==> src/sv/dmwc_pkg.sv <==
`timescale 1ns / 1ps

package dmwc_pkg;

	localparam int OFFSET_BITS        = 2;
	localparam int INDEX_BITS_DEF     = 6;
	localparam int ADDRESS_BITS_DEF   = 16;
	localparam int ADDR_FIELD_W       = 16;
	localparam int WORD_W             = 32;
	localparam int COUNT_W            = 32;
	localparam int S_TDATA_W          = 48;
	localparam int M_TDATA_W          = 120;

	localparam logic ACT_READ  = 1'b0;
	localparam logic ACT_WRITE = 1'b1;

	typedef enum logic [1:0] {
		ST_CLEAR,
		ST_IDLE,
		ST_LOOKUP
	} state_t;

	typedef struct packed {
		logic in_ready;
		logic clear_we;
		logic finish;
	} seq_t;

endpackage

==> src/sv/dmwc_seq.sv <==
`timescale 1ns / 1ps

module dmwc_seq #(
	parameter int WORD_BITS = 14
) (
	input  logic                 clk,
	input  logic                 arst_n,
	input  logic                 in_valid,
	input  logic                 out_busy,
	output dmwc_pkg::seq_t       seq,
	output logic [WORD_BITS-1:0] clr_addr
);

	import dmwc_pkg::*;

	state_t               state_q;
	state_t               state_d;
	logic [WORD_BITS-1:0] clr_q;

	always_ff @(posedge clk or negedge arst_n) begin
		if (!arst_n) begin
			state_q <= ST_CLEAR;
			clr_q   <= '0;
		end else begin
			state_q <= state_d;
			if (state_q == ST_CLEAR) begin
				clr_q <= clr_q + WORD_BITS'(1);
			end
		end
	end

	always_comb begin
		state_d = state_q;
		seq     = '0;
		unique case (state_q)
			ST_CLEAR: begin
				seq.clear_we = 1'b1;
				if (&clr_q) begin
					state_d = ST_IDLE;
				end
			end
			ST_IDLE: begin
				seq.in_ready = 1'b1;
				if (in_valid) begin
					state_d = ST_LOOKUP;
				end
			end
			ST_LOOKUP: begin
				if (!out_busy) begin
					seq.finish = 1'b1;
					state_d    = ST_IDLE;
				end
			end
			default: begin
				state_d = ST_IDLE;
			end
		endcase
	end

	assign clr_addr = clr_q;

endmodule

==> config.mk <==
export PLATFORM = sky130hd
export DESIGN_NAME = dmwc_seq
export DESIGN_NICKNAME = d
export VERILOG_FILES = /design/src/sv/dmwc_pkg.sv /design/src/sv/dmwc_seq.sv
export SDC_FILE = /design/constraint.sdc
export NUM_CORES = 1
export LEC_CHECK = 0
export ABC_CLOCK_PERIOD_IN_PS = 1800
export BUFFER_PORTS_ARGS = -buffer_cell sky130_fd_sc_hd__buf_2
export CAP_MARGIN = 20
export CORE_MARGIN = 3
export CORE_UTILIZATION = 48
export DETAILED_ROUTE_END_ITERATION = 16
export PLACE_DENSITY = 0.79
export SYNTH_ARGS = -nofsm -noshare
export SYNTH_HDL_FRONTEND = slang
export SYNTH_SLANG_ARGS = --single-unit
==> constraint.sdc <==
create_clock -name clk -period 1.8 [get_ports clk]
set_input_delay 0 -clock clk [delete_from_list [all_inputs] [get_ports clk]]
set_output_delay 0 -clock clk [all_outputs]
set_load 0.02 [all_outputs]
==> impl_metrics.ini <==
[route]
wl_per_cell_um = 14.0
dr.pass1.iters = 4
antenna_left = 0
via_per_inst = 5.20
drt_iter0_drc = 9
drc_errors = 0
routed_wirelength_um = 1460
vias = 541

[clock_tree]
cts_resized = 0
clockBufferDepth = 2
cts-root-buf = clkbuf_4
clock_latency_ns = 0.28
clk_pin_slew_ns = 0.09
cts_hold_buffers = 3
cts-buffers-inserted = 3
cts_tree = done
cts_setup_buffers = 0
htreeDepth = 1
cts_sinks = 16

[sta]
finClkSkew_ns = 0.00206
period_needed_ns = 1.53
slew_headroom_pct = 76.8
worst_pin_slew_ns = 0.348
setup_viol_count_final = 0
drv_slew = 0
fin_crit_sh_pct = 85.0
rsz0062_at_grt = false
hold_viol_final = 0
fmax_ghz = 0.653
fin_tns_setup_ns = 0
fin_hold_ws_ns = 0.0313

[pwr]
power.leakage_nw = 0.454
internal-power_uw = 826
pwr-share-clk_pct = 17.3
ir_drop_v = 0.000922
switching_share_pct = 39.0
pwr-share-comb_pct = 40.0
power_density_mw_per_mm2 = 1500
p_seq_share_pct = 42.7
switchingPower_uw = 527

[placed_design]
place.gp.congestion = 0.775
hpwl_um = 1030
port-buffer-count = 20
placed_area_um2 = 836

[yosys]
synth_area_um2 = 724
ys_seq_elements = 16
synth_nets = 68
synth_cells = 63
synth_area_per_cell_um2 = 11.5
synth-seq-area-share_pct = 55.3
synthDistinctLibCells = 23
ys.warnings.count = 0

[setup_path]
required_ns = 1.97
r2r_start = state_q[0]
crit_start = state_q[0]
arrival_ns = 1.70
critPathCaptureType = flip-flop
path_max_fanout = 4
path_class = flip-flop to flip-flop
cp-start-kind = flip-flop

[grt]
antenna_found_initial = 0
grt_max_degree = 17
grtUsageTotal_pct = 15.9
grt_pass1_wl_um = 2240
grt_pass1_vias = 533
grt-ovfl-total = 0

[final_layout]
fillers = 105
syn2layout_area_growth_pct = 24.5
stdcell_area_um2 = 902
final_common_cell = buf_2
seqCellArea_um2 = 400
layout.nets = 95
multi_input_area_um2 = 309
diodes = 0
layout_common_cells = buf_2, dfrtp_1, xnor2_1, nand2_1
drive_gt1_share_pct = 33.7

[floorplanning]
die_height_um = 44.9
core_mm2 = 0.00135
dieWidth_um = 44.9
pin_count = 21
die_area_mm2 = 0.00201
rows = 13
start_util_pct = 53.7

[outcome]
outcome = complete, no violations

[run]
maxCapViolCount = 0

[worst_hold_path]
hp-class = input pin to flip-flop
holdCritStartpoint = out_busy
## power by group through the flow
stage               Combinational [mW]  Clock (mW)  Sequential [mW]
finish                           0.541       0.234            0.578
global route                     0.583       0.258            0.591
CTS                              0.551       0.241            0.577
detailed placement               0.528           0            0.581
global placement                 0.515           0            0.572
floorplan                        0.302           0            0.649
## path summary, 6_finish.rpt
path	cells after the start	to	slack, ns
max in group asynchronous	2	state_q[0]	1.39
worst min register to register	1	clr_addr[9]	0.52
worst max-delay path	3	state_q[1]	0.27
worst min-delay path	3	state_q[0]	0.03
min in group asynchronous	2	clr_addr[6]	0.16
worst max register to register	3	state_q[1]	0.27
## area by class of cell
class	instances	share of cell area, %
Clock buffer	4	4.02
Inverter	2	0.832
Multi-Input combinational cell	44	34.3
Sequential cell	16	44.4
Tap cell	15	2.08
Timing Repair Buffer	23	14.4
## per-stage QoR
| stage | power [mW] | std cells | worst slack [ns] | util (%) |
|---|---|---|---|---|
| floorplan | 0.952 | 63 | 0.352 | - |
| global placement | 1.09 | 97 | 0.359 | 61.9 |
| detailed placement | 1.11 | 97 | 0.367 | 61.9 |
| CTS | 1.37 | 104 | 0.277 | 66.8 |
| global route | 1.43 | 104 | 0.225 | 66.8 |
| finish | 1.35 | 104 | 0.270 | 66.8 |
## state kept, by name, indices dropped and copies added, names as in the netlist
name      count
state_q       2
clr_addr     14
## logic make-up (layout without fill, tap and decap cells)
group / Yosys count / count (layout) / share of synthesized area, %
simple gates: 27 / 27 / 21.8
flops: 16 / 16 / 55.3
xor+xnor: 13 / 13 / 15.7
buf+inv: 3 / 29 / 2.07
compound gates: 2 / 2 / 1.90
fa+ha+maj: 1 / 1 / 1.73
mux: 1 / 1 / 1.55
## cells in the mapped netlist
cell      count  area, µm²
and4bb_1      1       12.5
nor2_1        4       15.0
mux2_2        1       11.3
inv_1         1       3.75
or4_1         1       7.51
or2_4         1       8.76
dfrtp_1      16        400
a21oi_1       1       5.00
nand4_1       4       25.0
buf_4         1       7.51
ha_1          1       12.5
nand3_1       2       10.0
nor3_1        1       5.00
and2b_2       2       17.5
xnor2_1      10       87.6
inv_2         1       3.75
nand2_1       7       26.3
and3_1        1       6.26
a22o_1        1       8.76
or2_1         1       6.26
xor2_1        3       26.3
nor2b_1       1       6.26
and3_4        1       11.3
## critical path, cell delays in order, from the launching register on
cell,delay (ns)
dfrtp_1,0.41
and2b_2,0.21
a22o_1,0.24
dlygate4sd3_1,0.56
## layer usage
metal	track usage (%)	up-vias	wire, µm
met5	0	-	0
met4	10.5	0	11
met3	3.59	2	70
met1	19.3	260	665
li1	-	263	-
met2	25.2	16	713
Note: power is estimated with default switching activity, not from simulation.
